$ cat config.mk
export PLATFORM = sky130hd
export DESIGN_NAME = efts_count_mem
export DESIGN_NICKNAME = d
export VERILOG_FILES = /design/src/sv/efts_pkg.sv /design/src/sv/efts_count_mem.sv
export SDC_FILE = /design/constraint.sdc
export NUM_CORES = 1
export LEC_CHECK = 0
export BUFFER_PORTS_ARGS = -buffer_cell sky130_fd_sc_hd__buf_2
export CELL_PAD_IN_SITES_DETAIL_PLACEMENT = 1
export CELL_PAD_IN_SITES_GLOBAL_PLACEMENT = 2
export CORE_MARGIN = 2
export CORE_UTILIZATION = 30
export CTS_CLUSTER_DIAMETER = 60
export DETAILED_ROUTE_END_ITERATION = 16
export GPL_TIMING_DRIVEN = 0
export HOLD_SLACK_MARGIN = 0.15
export PLACE_DENSITY_LB_ADDON = 0.1
export SYNTH_ARGS = -nofsm -noshare
export SYNTH_HDL_FRONTEND = slang
export SYNTH_SLANG_ARGS = --single-unit
$ cat constraint.sdc
create_clock -name clk_i -period 1.85 [get_ports clk_i]
set_input_delay 0.37 -clock clk_i [delete_from_list [all_inputs] [get_ports clk_i]]
set_output_delay 0.37 -clock clk_i [all_outputs]
set_load 0.02 [all_outputs]
$ cat src/sv/efts_pkg.sv
// ----------------------------------------------------------------------------
// efts_pkg
// shared types and constants of the event queue with per-type push counters
// ----------------------------------------------------------------------------
package efts_pkg;

  localparam int unsigned ACT_W   = 2;
  localparam int unsigned ID_W    = 8;
  localparam int unsigned WORD_W  = 32;
  localparam int unsigned PEND_W  = 7;
  localparam int unsigned CNT_W   = 32;

  typedef enum logic [ACT_W-1:0] {
    ACT_PUSH  = 2'd0,
    ACT_POP   = 2'd1,
    ACT_QUERY = 2'd2
  } action_e;

  typedef enum logic [2:0] {
    OP_NONE,
    OP_PUSH,
    OP_POP,
    OP_QUERY,
    OP_TOTAL
  } op_e;

  typedef enum logic {
    ST_IDLE,
    ST_EXEC
  } state_e;

  // queue entry, stored as one memory word
  typedef struct packed {
    logic [WORD_W-1:0] etime;
    logic [WORD_W-1:0] aux;
    logic [ID_W-1:0]   etype;
  } entry_t;

  // input tdata, last field in the low bits
  typedef struct packed {
    logic [WORD_W-1:0] now_us;
    logic [WORD_W-1:0] aux_data;
    logic [ID_W-1:0]   event_id;
  } in_data_t;

  // output tdata, last field in the low bits
  typedef struct packed {
    logic              overflow;
    logic [CNT_W-1:0]  stat_count;
    logic [PEND_W-1:0] pending;
    logic [WORD_W-1:0] out_time;
    logic [WORD_W-1:0] out_aux;
    logic [ID_W-1:0]   out_event_id;
  } out_data_t;

  localparam int unsigned IN_DATA_W  = $bits(in_data_t);
  localparam int unsigned OUT_DATA_W = $bits(out_data_t);

endpackage

$ cat src/sv/efts_count_mem.sv
// ----------------------------------------------------------------------------
// efts_count_mem
// per-type push counters: memory with registered read and per-entry valid
// bits so that every counter reads zero after reset
// ----------------------------------------------------------------------------
module efts_count_mem
  import efts_pkg::*;
#(
  parameter int unsigned KINDS = 8,
  parameter int unsigned AW    = (KINDS > 1) ? $clog2(KINDS) : 1
) (
  input  logic             clk_i,
  input  logic             rst_ni,
  input  logic             re_i,
  input  logic [AW-1:0]    raddr_i,
  output logic [CNT_W-1:0] rdata_o,
  input  logic             we_i,
  input  logic [AW-1:0]    waddr_i,
  input  logic [CNT_W-1:0] wdata_i
);

  logic [CNT_W-1:0] mem_q [KINDS];
  logic [KINDS-1:0] vld_q;
  logic [CNT_W-1:0] rdata_q;
  logic             rvld_q;

  always_ff @(posedge clk_i or negedge rst_ni) begin
    if (!rst_ni) begin
      vld_q  <= '0;
      rvld_q <= 1'b0;
    end else begin
      if (we_i) begin
        vld_q[waddr_i] <= 1'b1;
      end
      if (re_i) begin
        rvld_q <= vld_q[raddr_i];
      end
    end
  end

  always_ff @(posedge clk_i) begin
    if (we_i) begin
      mem_q[waddr_i] <= wdata_i;
    end
    if (re_i) begin
      rdata_q <= mem_q[raddr_i];
    end
  end

  assign rdata_o = rvld_q ? rdata_q : '0;

endmodule

==> results of run 1 <==
worst max-delay path: cells and delay by family, from the launching register on:
kind	cells	cell delay [ps]
buf+inv	2	350
flops	1	460
simple gates	1	160
state kept, by name, summed over array words and instances (netlist names):
signal   flops
mem_q      256
rdata_q     32
vld_q        8
rvld_q       1
stage by stage:
step                TNS (ps)  utilization [%]  area (sq um)  total power, mW
finish                     0             37.6         14100             15.3
detailed placement    -47970             33.6         12600             8.93
global route            -987             37.6         14100             15.9
floorplan             -80670                -         11300             8.46
CTS                     -396             37.5         14000             15.6
global placement     -538010             32.9         12300             8.86
cells by family (layout without fill, tap and decap cells):
logic type / after synthesis / after routing
buf+inv: 23 / 196
flops: 297 / 297
mux: 102 / 102
simple gates: 53 / 53
per-layer routing:
metal	part of all wire, %	routed length (um)	vias to the layer above	GRT usage (%)
met1	44	11400	2744	18.2
met2	51	13100	74	24.0
met5	0	0	-	0
li1	-	-	2274	-
met4	1.8	463	0	3.43
met3	3.1	793	32	2.42
cell usage after synthesis, drive strengths merged:
master and count:
mux2 32, nor2 6, or2 8, nor3 2
mux4 65, buf 14, mux2i 5, dfrtp 9
clkbuf 8, and2 32, nand2b 3, inv 1
edfxtp 288, nand2 2
path summary, 6_finish.rpt:
check	endpoint	slack (ps)	cells past startpoint
setup / recovery	rdata_o[22]	10	3
hold / removal	mem_q[5][18]$_DFFE_PP_	160	1
setup reg to reg	rdata_q[0]$_DFFE_PP_	440	2
hold reg to reg	vld_q[2]$_DFFE_PN0P_	460	1
max in group asynchronous	rvld_q$_DFFE_PN0P_	1370	2
min in group asynchronous	vld_q[5]$_DFFE_PN0P_	270	2
power by group:
part           switching (mW)  internal (mW)  total [mW]
Sequential             0.0610           7.66        7.73
Clock                    2.60           3.90        6.50
Combinational           0.588          0.533        1.12
Total                    3.25           12.1        15.3
cell type report:
cell class / count / area (sq um)
timing repair buffer: 112 / 907
tap: 511 / 639
sequential: 297 / 8870
fill: 3590 / 23300
multi-input combinational: 155 / 2350
clock buffer: 45 / 913
buffer: 22 / 203
inverter: 1 / 3.75
clock inverter: 16 / 158
cell usage in the layout (no fill, tap or decap), types with 6 or more instances in the layout:
master         instances
dlygate4sd3_1         31
mux4_1                 8
clkbuf_16             36
clkbuf_1              13
clkinv_2               8
nor2_4                 6
or2_2                  8
and2_1                27
mux4_2                57
edfxtp_1             288
buf_2                 69
mux2_4                16
buf_12                 7
mux2_2                16
buf_6                  6
dfrtp_1                8
what timing repair did:
item / in CTS / in global routing
hold endpoints to repair: 249 / 0
hold buffers: 31 / 0
resized for setup: 27 / 12
endpoints found under the setup margin: 35 / 47
buffers inserted: 1 / 0
==> results by group, run 1 <==
Clocking
  – TritonCTS clock tree: done
  – Total CTS buffers: 34
  – Root Driver: clkbuf_16
  – Clock Sinks: 297
  – # H-tree levels: 2
  – Clk pin slew, worst setup/hold paths: 60 ps
  – CTS Buffer Depth: 3
  – Clock latency on the worst-skew pair: 510 ps

Timing
  – Max Freq: 545 MHz
  – Post-route setup slack: 13.5 ps
  – Slew of the pin with the lowest slew margin: 1050 ps
  – Count of final hold-check violations: 0
  – Hold_ws: 163 ps
  – Slew HR: 29.7%
  – Final Setup Violations: 0
  – Slew Viols, Final: 0
  – Period minus WS final: 1840 ps
  – RSZ-0062 raised after global routing: true
  – Final period util: 99.3%
  – Final Skew: 15.5 ps

Floorplan
  – Full die area: 0.0392 sq mm
  – Die Wd: 198 um
  – DIE HEIGHT: 198 um
  – Starting Density: 30.2%
  – Row count: 71
  – Core area: 0.0374 sq mm
  – Io pins: 74

Logic synthesis
  – Top post-synthesis cells by area: edfxtp_1 (77%), mux4_2 (11%), mux2_4 (2.1%), dfrtp_1 (2.0%), mux4_1 (1.9%)
  – Yosys reg bits: 297
  – Mapped Cells: 475
  – Post-Synth Adder-Cell Area: 0%
  – Mapped Area: 0.0113 sq mm
  – Register area share after synthesis: 78.5%
  – Yosys Warn Count: 0
  – Post-Synth Simple-Gate Area: 2.74%
  – Syn_nets: 517
  – Largest family of logic cells by synthesized area: multiplexers
  – Yosys top cell by area: edfxtp_1
  – Post-Synth XOR/XNOR Area: 0%
  – Post-synthesis mux area share: 17.4%
  – Share of the synthesized area in the top cell type: 76.5%
  – Yosys cell types: 20
  – Post-synthesis compound-gate area fraction: 0%
  – Syn avg cell area: 23.8 sq um

GRT
  – Remaining Overflow, GRT: 0
  – Largest net degree at the start of global routing: 34
  – First-pass GRT wire length: 39.0 mm
  – Vias in the first global route: 5937
  – Total track usage: 13.9%
  – Initial antenna violation count: 0

Placed design
  – PortBufs: 70
  – Routability-driven placement congestion ratio: 0.656
  – Worst slack, placed: -551 ps
  – Post-Place Cells: 1066
  – Dpl hpwl: 15.7 mm

Cells and area
  – Inserted Diodes: 0
  – Area delta synth->final: 24.4%
  – Final Non-Filler Cells: 1159
  – Nets: 665
  – Layout cells sized above 1: 39.8%

Worst setup path
  – Worst Setup Start Kind: register
  – Crit path cell chain: clkbuf_8, and2_1, buf_2
  – CP peak stage delay: 460 ps
  – Slowest-stage cell, CP: dfrtp_2
  – Setup Crit Path Kind: reg2out
  – Crit. Startpoint: rvld_q$_DFFE_PN0P_
  – R2R Path Start: mem_q[5][0]$_DFFE_PP_
  – CP Data Required Time: 1480 ps
  – Crit path arrival time: 1470 ps
  – Critical Path Fanout Max: 10
  – Crit. End Element: output pin

Run status
  – Status: complete, no violations

Route
  – Drt total wl: 25.7 mm
  – DR vias: 5124
  – DR DRC count: 0
  – Routed length per placed instance: 22.2 um
  – Drt pass-1 iters: 4
  – Antenna Nets Post-Route: 0
  – Initial DRC Count: 221
  – Drt via density: 4.42

Job
  – Max Cap Viol: 0

Power and ir drop
  – Peak supply drop: 0.421 mV
  – PD cells: 1090 mW/mm^2
  – LEAKAGE: 4.68 nW

Hold path
  – Hold_sp: wdata_i[18]
  – Worst hold path class: in2reg
Power figures use the tool's default switching activity.
==> run 2: changes to the inputs <==
--- a/config.mk
+++ b/config.mk
@@ -9,7 +9,7 @@
 export CELL_PAD_IN_SITES_DETAIL_PLACEMENT = 1
 export CELL_PAD_IN_SITES_GLOBAL_PLACEMENT = 2
 export CORE_MARGIN = 2
-export CORE_UTILIZATION = 30
+export CORE_UTILIZATION = 48
 export CTS_CLUSTER_DIAMETER = 60
 export DETAILED_ROUTE_END_ITERATION = 16
 export GPL_TIMING_DRIVEN = 0
==> constraint.sdc (replaced) <==
create_clock -name clk_i -period 1.85 [get_ports clk_i]
set_input_delay 0.2775 -clock clk_i [delete_from_list [all_inputs] [get_ports clk_i]]
set_output_delay 0.2775 -clock clk_i [all_outputs]
set_load 0.02 [all_outputs]
==> run 2 against run 1 <==
Net effect:
- sequential power about the same
- hold slack better by 50 ps
- count of clock-buffer cells in the layout down 11
- core utilization up 21 points
- largest cell class unchanged
- power down 2.8%
- global-route usage up 6.0 points
==> results by group, run 2 (synthesis gave the netlist of run 1 again) <==
Placed design
  – Worst slack, placed: -391 ps
  – Placed inst area: 0.0123 sq mm
  – Routability-driven placement congestion ratio: 0.672
  – PortBufs: 70
  – Dpl hpwl: 13.9 mm

Cells and area
  – Nets: 666
  – Biggest regs: mem_q: 256 flops, rdata_q: 32 flops, vld_q: 8 flops
  – Inserted Diodes: 0
  – Largest Register: mem_q
  – Layout cells sized above 1: 38.3%
  – Final instance area: 0.0137 sq mm
  – Filler cell count: 1994
  – Largest register FFs: 256
  – Most common library cell in the layout ignoring fill and taps: edfxtp_1
  – Most frequent cells in the layout: edfxtp_1 (288), buf_2 (74), mux4_2 (57)
  – Area delta synth->final: 21.5%

Floorplan
  – Die Wd: 157 um
  – Starting Density: 48.6%
  – Full die area: 0.0248 sq mm
  – Row count: 56
  – Io pins: 74
  – Core area: 0.0233 sq mm
  – DIE HEIGHT: 157 um

Timing
  – RSZ-0062 raised after global routing: false
  – Slew Viols, Final: 0
  – Slew HR: 28.2%
  – Count of final hold-check violations: 0
  – Final period util: 97.1%
  – Slew of the pin with the lowest slew margin: 1080 ps
  – Final Skew: 15.6 ps
  – Hold_ws: 213 ps
  – Final Setup Violations: 0
  – Period minus WS final: 1800 ps
  – Post-route setup slack: 53.0 ps
  – Max Freq: 556 MHz

Worst setup path
  – Crit path cell chain: clkbuf_8, and2_1, buf_2
  – Crit. End Element: output pin
  – Critical Path Fanout Max: 10
  – Setup Crit Path Kind: reg2out
  – R2R Path Start: mem_q[2][22]$_DFFE_PP_
  – CP Data Required Time: 1570 ps
  – Reg-to-Reg End: rdata_q[22]$_DFFE_PP_
  – Crit path arrival time: 1520 ps
  – Top Family by Delay on Critical Path: flip-flops
  – Slowest-stage cell, CP: dfrtp_2
  – R2r setup slk: 430 ps
  – Worst Setup Start Kind: register
  – Buf/Inv on CP: 2
  – CP peak stage delay: 420 ps
  – R2r worst-path depth: 2

Power and ir drop
  – LEAKAGE: 4.62 nW
  – Clock Power Share: 41.0%
  – Internal: 11.8 mW
  – Seq pwr share: 51.8%
  – Switching share of power: 21.0%
  – Peak supply drop: 1.16 mV
  – Comb power frac: 7.3%
  – PD cells: 1090 mW/mm^2
  – Net switching power: 3.13 mW

GRT
  – Total track usage: 19.9%
  – Vias in the first global route: 5703
  – Remaining Overflow, GRT: 0
  – Largest net degree at the start of global routing: 34
  – Initial antenna violation count: 0
  – First-pass GRT wire length: 35.4 mm

Run status
  – Status: complete, no violations

Clocking
  – Clock latency on the worst-skew pair: 550 ps
  – CTS Buffer Depth: 3
  – Clock Sinks: 297
  – Root Driver: clkbuf_16
  – TritonCTS clock tree: done
  – Clk pin slew, worst setup/hold paths: 60 ps
  – Total CTS buffers: 31
  – # H-tree levels: 1

Route
  – Initial DRC Count: 341
  – Antenna Nets Post-Route: 0
  – Routed length per placed instance: 24.3 um
  – Drt via density: 5.37
  – DR vias: 5190
  – Drt pass-1 iters: 4
  – Drt total wl: 23.5 mm
  – DR DRC count: 0

Hold path
  – Hold depth: 2
  – Worst hold path class: in2reg
  – Hold_sp: waddr_i[1]
  – Worst Hold Endpoint: mem_q[1][2]$_DFFE_PP_

Job
  – Max Cap Viol: 0
==> run 2: final cells by class <==
cell class              count  area (sq um)  area share, %
repair buffers            116           936           6.82
flip-flops and latches    297          8870           64.6
inverters                   1          3.75         0.0273
clock buffers              34           787           5.73
clock inverters            23           219           1.59
multi-input cells         155          2340           17.0
plain buffers              22           171           1.25
well taps                 319           399           2.91
==> run 2: metal layers <==
layer  vias up  GRT usage (%)  routed length [um]
met2       116           33.3               11600
met1      2772           28.3               10500
met4         0           4.20                 435
met5         -              0                   0
li1       2268              -                   -
met3        34           2.78                 871
==> run 2: worst register-to-register path, delay by kind of cell (launching register included) <==
kind	cells	cell delay (ps)
flip-flops	1	390
multiplexers	2	790
==> run 2: how the worst max path moves through the flow <==
stage / end / from / depth (start not counted)
after CTS: rdata_o[29] / rvld_q$_DFFE_PN0P_ / 3
after global routing: rdata_o[0] / rvld_q$_DFFE_PN0P_ / 3
final: rdata_o[29] / rvld_q$_DFFE_PN0P_ / 3
after detailed placement: rdata_q[7]$_DFFE_PP_ / raddr_i[1] / 4
after global placement: mem_q[4][17]$_DFFE_PP_ / waddr_i[0] / 3
after floorplan: mem_q[4][0]$_DFFE_PP_ / waddr_i[0] / 2
==> run 2: metrics by stage <==
stage / setup TNS (ps) / util (%) / instances / power (mW)
final: 0 / 59.0 / 967 / 14.9
after global routing: 0 / 59.0 / 967 / 15.4
after CTS: 0 / 59.0 / 967 / 15.1
after detailed placement: -12460 / 53.1 / 874 / 8.90
after global placement: -451510 / 51.9 / 864 / 8.82
after floorplan: -65400 / - / 475 / 8.46
==> run 2: timing repair <==
| action | in CTS | in global routing |
|---|---|---|
| endpoints found under the setup margin | 30 | 3 |
| gates cloned | 0 | 0 |
| hold endpoints to repair | 265 | 0 |
| buffers inserted | 2 | 0 |
| hold buffers | 34 | 0 |
| gates resized for setup | 9 | 1 |
==> run 2: power groups by stage <==
stage	sequential, mW	clock, mW	combinational (mW)
finish	7.73	6.11	1.08
global route	7.75	6.45	1.17
CTS	7.73	6.24	1.11
detailed placement	7.87	0	1.03
global placement	7.86	0	0.960
floorplan	7.84	0	0.615
==> run 3: changes to the inputs <==
--- a/config.mk
+++ b/config.mk
@@ -14,7 +14,7 @@
 export DETAILED_ROUTE_END_ITERATION = 16
 export GPL_TIMING_DRIVEN = 0
 export HOLD_SLACK_MARGIN = 0.15
-export PLACE_DENSITY_LB_ADDON = 0.1
+export PLACE_DENSITY = 0.82
 export SYNTH_ARGS = -nofsm -noshare
 export SYNTH_HDL_FRONTEND = slang
 export SYNTH_SLANG_ARGS = --single-unit
==> run 3 against run 2 <==
Net effect:
- sequential power is essentially flat
- highest routed layer unchanged
- flip-flop and latch count stayed put
- core utilization shrank 0.34 points
- critical path depth is the same
- cell count decreased by 0.41%
- count of clock-buffer cells in the layout up 3
- critical path type unchanged
- die area stayed put
==> results by group, run 3 (synthesis gave the netlist of run 1 again) <==
Route
  – DR DRC count: 0
  – Drt pass-1 iters: 5
  – Wire length on met2: 13.4 mm
  – Initial DRC Count: 441
  – Routed length per placed instance: 25.7 um
  – Met3 Wirelength: 1.13 mm
  – Drt total wl: 24.7 mm
  – Top Layer Used: met4
  – Antenna Nets Post-Route: 0
  – Drt via density: 5.52
  – DR vias: 5318
  – Routed met1 length: 9.80 mm

Timing
  – Max Freq: 551 MHz
  – Slew of the pin with the lowest slew margin: 1050 ps
  – RSZ-0062 raised after global routing: false
  – Final Skew: 9.99 ps
  – Final Setup Violations: 0
  – Period minus WS final: 1810 ps
  – Slew HR: 30.2%
  – Count of final hold-check violations: 0
  – Slew Viols, Final: 0
  – Final period util: 98.1%
  – Setup total negative slack: 0 ps

Clocking
  – CTS Buffer Depth: 3
  – Clk pin slew, worst setup/hold paths: 60 ps
  – Clock latency on the worst-skew pair: 540 ps
  – Root Driver: clkbuf_16
  – # H-tree levels: 1
  – TritonCTS clock tree: done
  – Total CTS buffers: 30
  – Clock Sinks: 297

Cells and area
  – Nets: 665
  – Largest register FFs: 256
  – Most frequent cells in the layout: edfxtp_1 (288), buf_2 (74), mux4_2 (57)
  – Most common library cell in the layout ignoring fill and taps: edfxtp_1
  – Final Non-Filler Cells: 963
  – Area delta synth->final: 20.8%
  – Filler cell count: 1994
  – Inserted Diodes: 0
  – Largest Register: mem_q
  – Layout cells sized above 1: 37.1%
  – Biggest regs: mem_q: 256 flops, rdata_q: 32 flops, vld_q: 8 flops

Worst setup path
  – Setup Crit Path Kind: reg2out
  – Critical Path Fanout Max: 10
  – Crit path arrival time: 1540 ps
  – Crit. End Element: output pin
  – Worst Setup Start Kind: register
  – CP Data Required Time: 1570 ps

Floorplan
  – Row count: 56
  – DIE HEIGHT: 157 um
  – Die Wd: 157 um
  – Io pins: 74
  – Core area: 0.0233 sq mm
  – Starting Density: 48.6%
  – Full die area: 0.0248 sq mm

GRT
  – Total track usage: 20.8%
  – Remaining Overflow, GRT: 0
  – Vias in the first global route: 5943
  – Initial antenna violation count: 0
  – First-pass GRT wire length: 37.1 mm
  – Largest net degree at the start of global routing: 34

Placed design
  – Routability-driven placement congestion ratio: 0.697
  – PortBufs: 70
  – Dpl hpwl: 14.8 mm
  – Post-Place Cells: 874

Power and ir drop
  – LEAKAGE: 4.59 nW
  – Peak supply drop: 0.768 mV
  – PD cells: 1070 mW/mm^2

Job
  – Max Cap Viol: 0

Hold path
  – Worst hold path class: in2reg

Run status
  – Status: complete, no violations
[run 3: cell types whose count changed in the layout (fill, tap and decap cells not counted), moves of 2 or more]
| cell | previous run | this run |
|---|---|---|
| clkbuf_1 | 7 | 10 |
| clkinv_2 | 9 | 6 |
| clkinvlp_4 | 3 | 0 |
| buf_12 | 9 | 7 |
| buf_8 | 0 | 2 |
| bufinv_16 | 4 | 2 |
[run 3: worst paths after layout]
| kind | startpoint | to | slack (ps) | cells after the start |
|---|---|---|---|---|
| setup / recovery | rvld_q$_DFFE_PN0P_ | rdata_o[30] | 40 | 3 |
| hold / removal | waddr_i[1] | mem_q[0][26]$_DFFE_PP_ | 220 | 2 |
| max in group asynchronous | rst_ni | rvld_q$_DFFE_PN0P_ | 130 | 4 |
| min in group asynchronous | rst_ni | vld_q[2]$_DFFE_PN0P_ | 640 | 3 |
| setup reg to reg | mem_q[3][15]$_DFFE_PP_ | rdata_q[15]$_DFFE_PP_ | 400 | 2 |
| hold reg to reg | vld_q[5]$_DFFE_PN0P_ | vld_q[5]$_DFFE_PN0P_ | 480 | 1 |
[run 3: power breakdown]
group	switching, mW	total (mW)	leakage [nW]	internal [mW]
Clock	2.42	5.73	0.456	3.31
Combinational	0.580	1.09	1.41	0.512
Sequential	0.0721	7.74	2.72	7.67
Total	3.07	14.6	4.59	11.5
[run 3: area by class of cell]
type	count	area [sq um]	share of cell area [%]
clock buffer	37	798	5.85
sequential	297	8870	65.0
inverter	1	3.75	0.0275
buffer	22	183	1.34
timing repair buffer	116	928	6.80
clock inverter	16	125	0.916
tap	319	399	2.92
multi-input combinational	155	2340	17.1
[run 3: critical path: stages, from the launching register on]
cell,delay (ps)
dfrtp_2,470
clkbuf_16,190
and2_1,170
buf_2,170
[run 3: what timing repair did]
| action | 4_1_cts | 5_1_grt |
|---|---|---|
| gates resized for setup | 10 | 1 |
| endpoints found under the hold margin | 265 | 0 |
| buffers inserted | 1 | 0 |
| hold buffers | 35 | 0 |
| pin swaps | 0 | 0 |
| endpoints found under the setup margin | 30 | 1 |
[run 3: routing by layer]
metal	global-route usage, %	vias to the layer above
met5	0	-
met4	5.28	0
met3	2.62	30
met2	38.1	164
met1	26.4	2853
li1	-	2271
[run 3: through the flow]
stage               power [mW]  setup slack [ps]  area, sq um  util (%)  hold WS, ps
finish                    14.6              35.4        13700      58.7          222
global placement          8.80             -2160        12100      51.9          128
CTS                       14.7              3.44        13700      58.7          213
global route              14.9              6.31        13700      58.7          212
detailed placement        8.90              -290        12300      53.0          146
floorplan                 8.46              -436        11300         -        -18.1
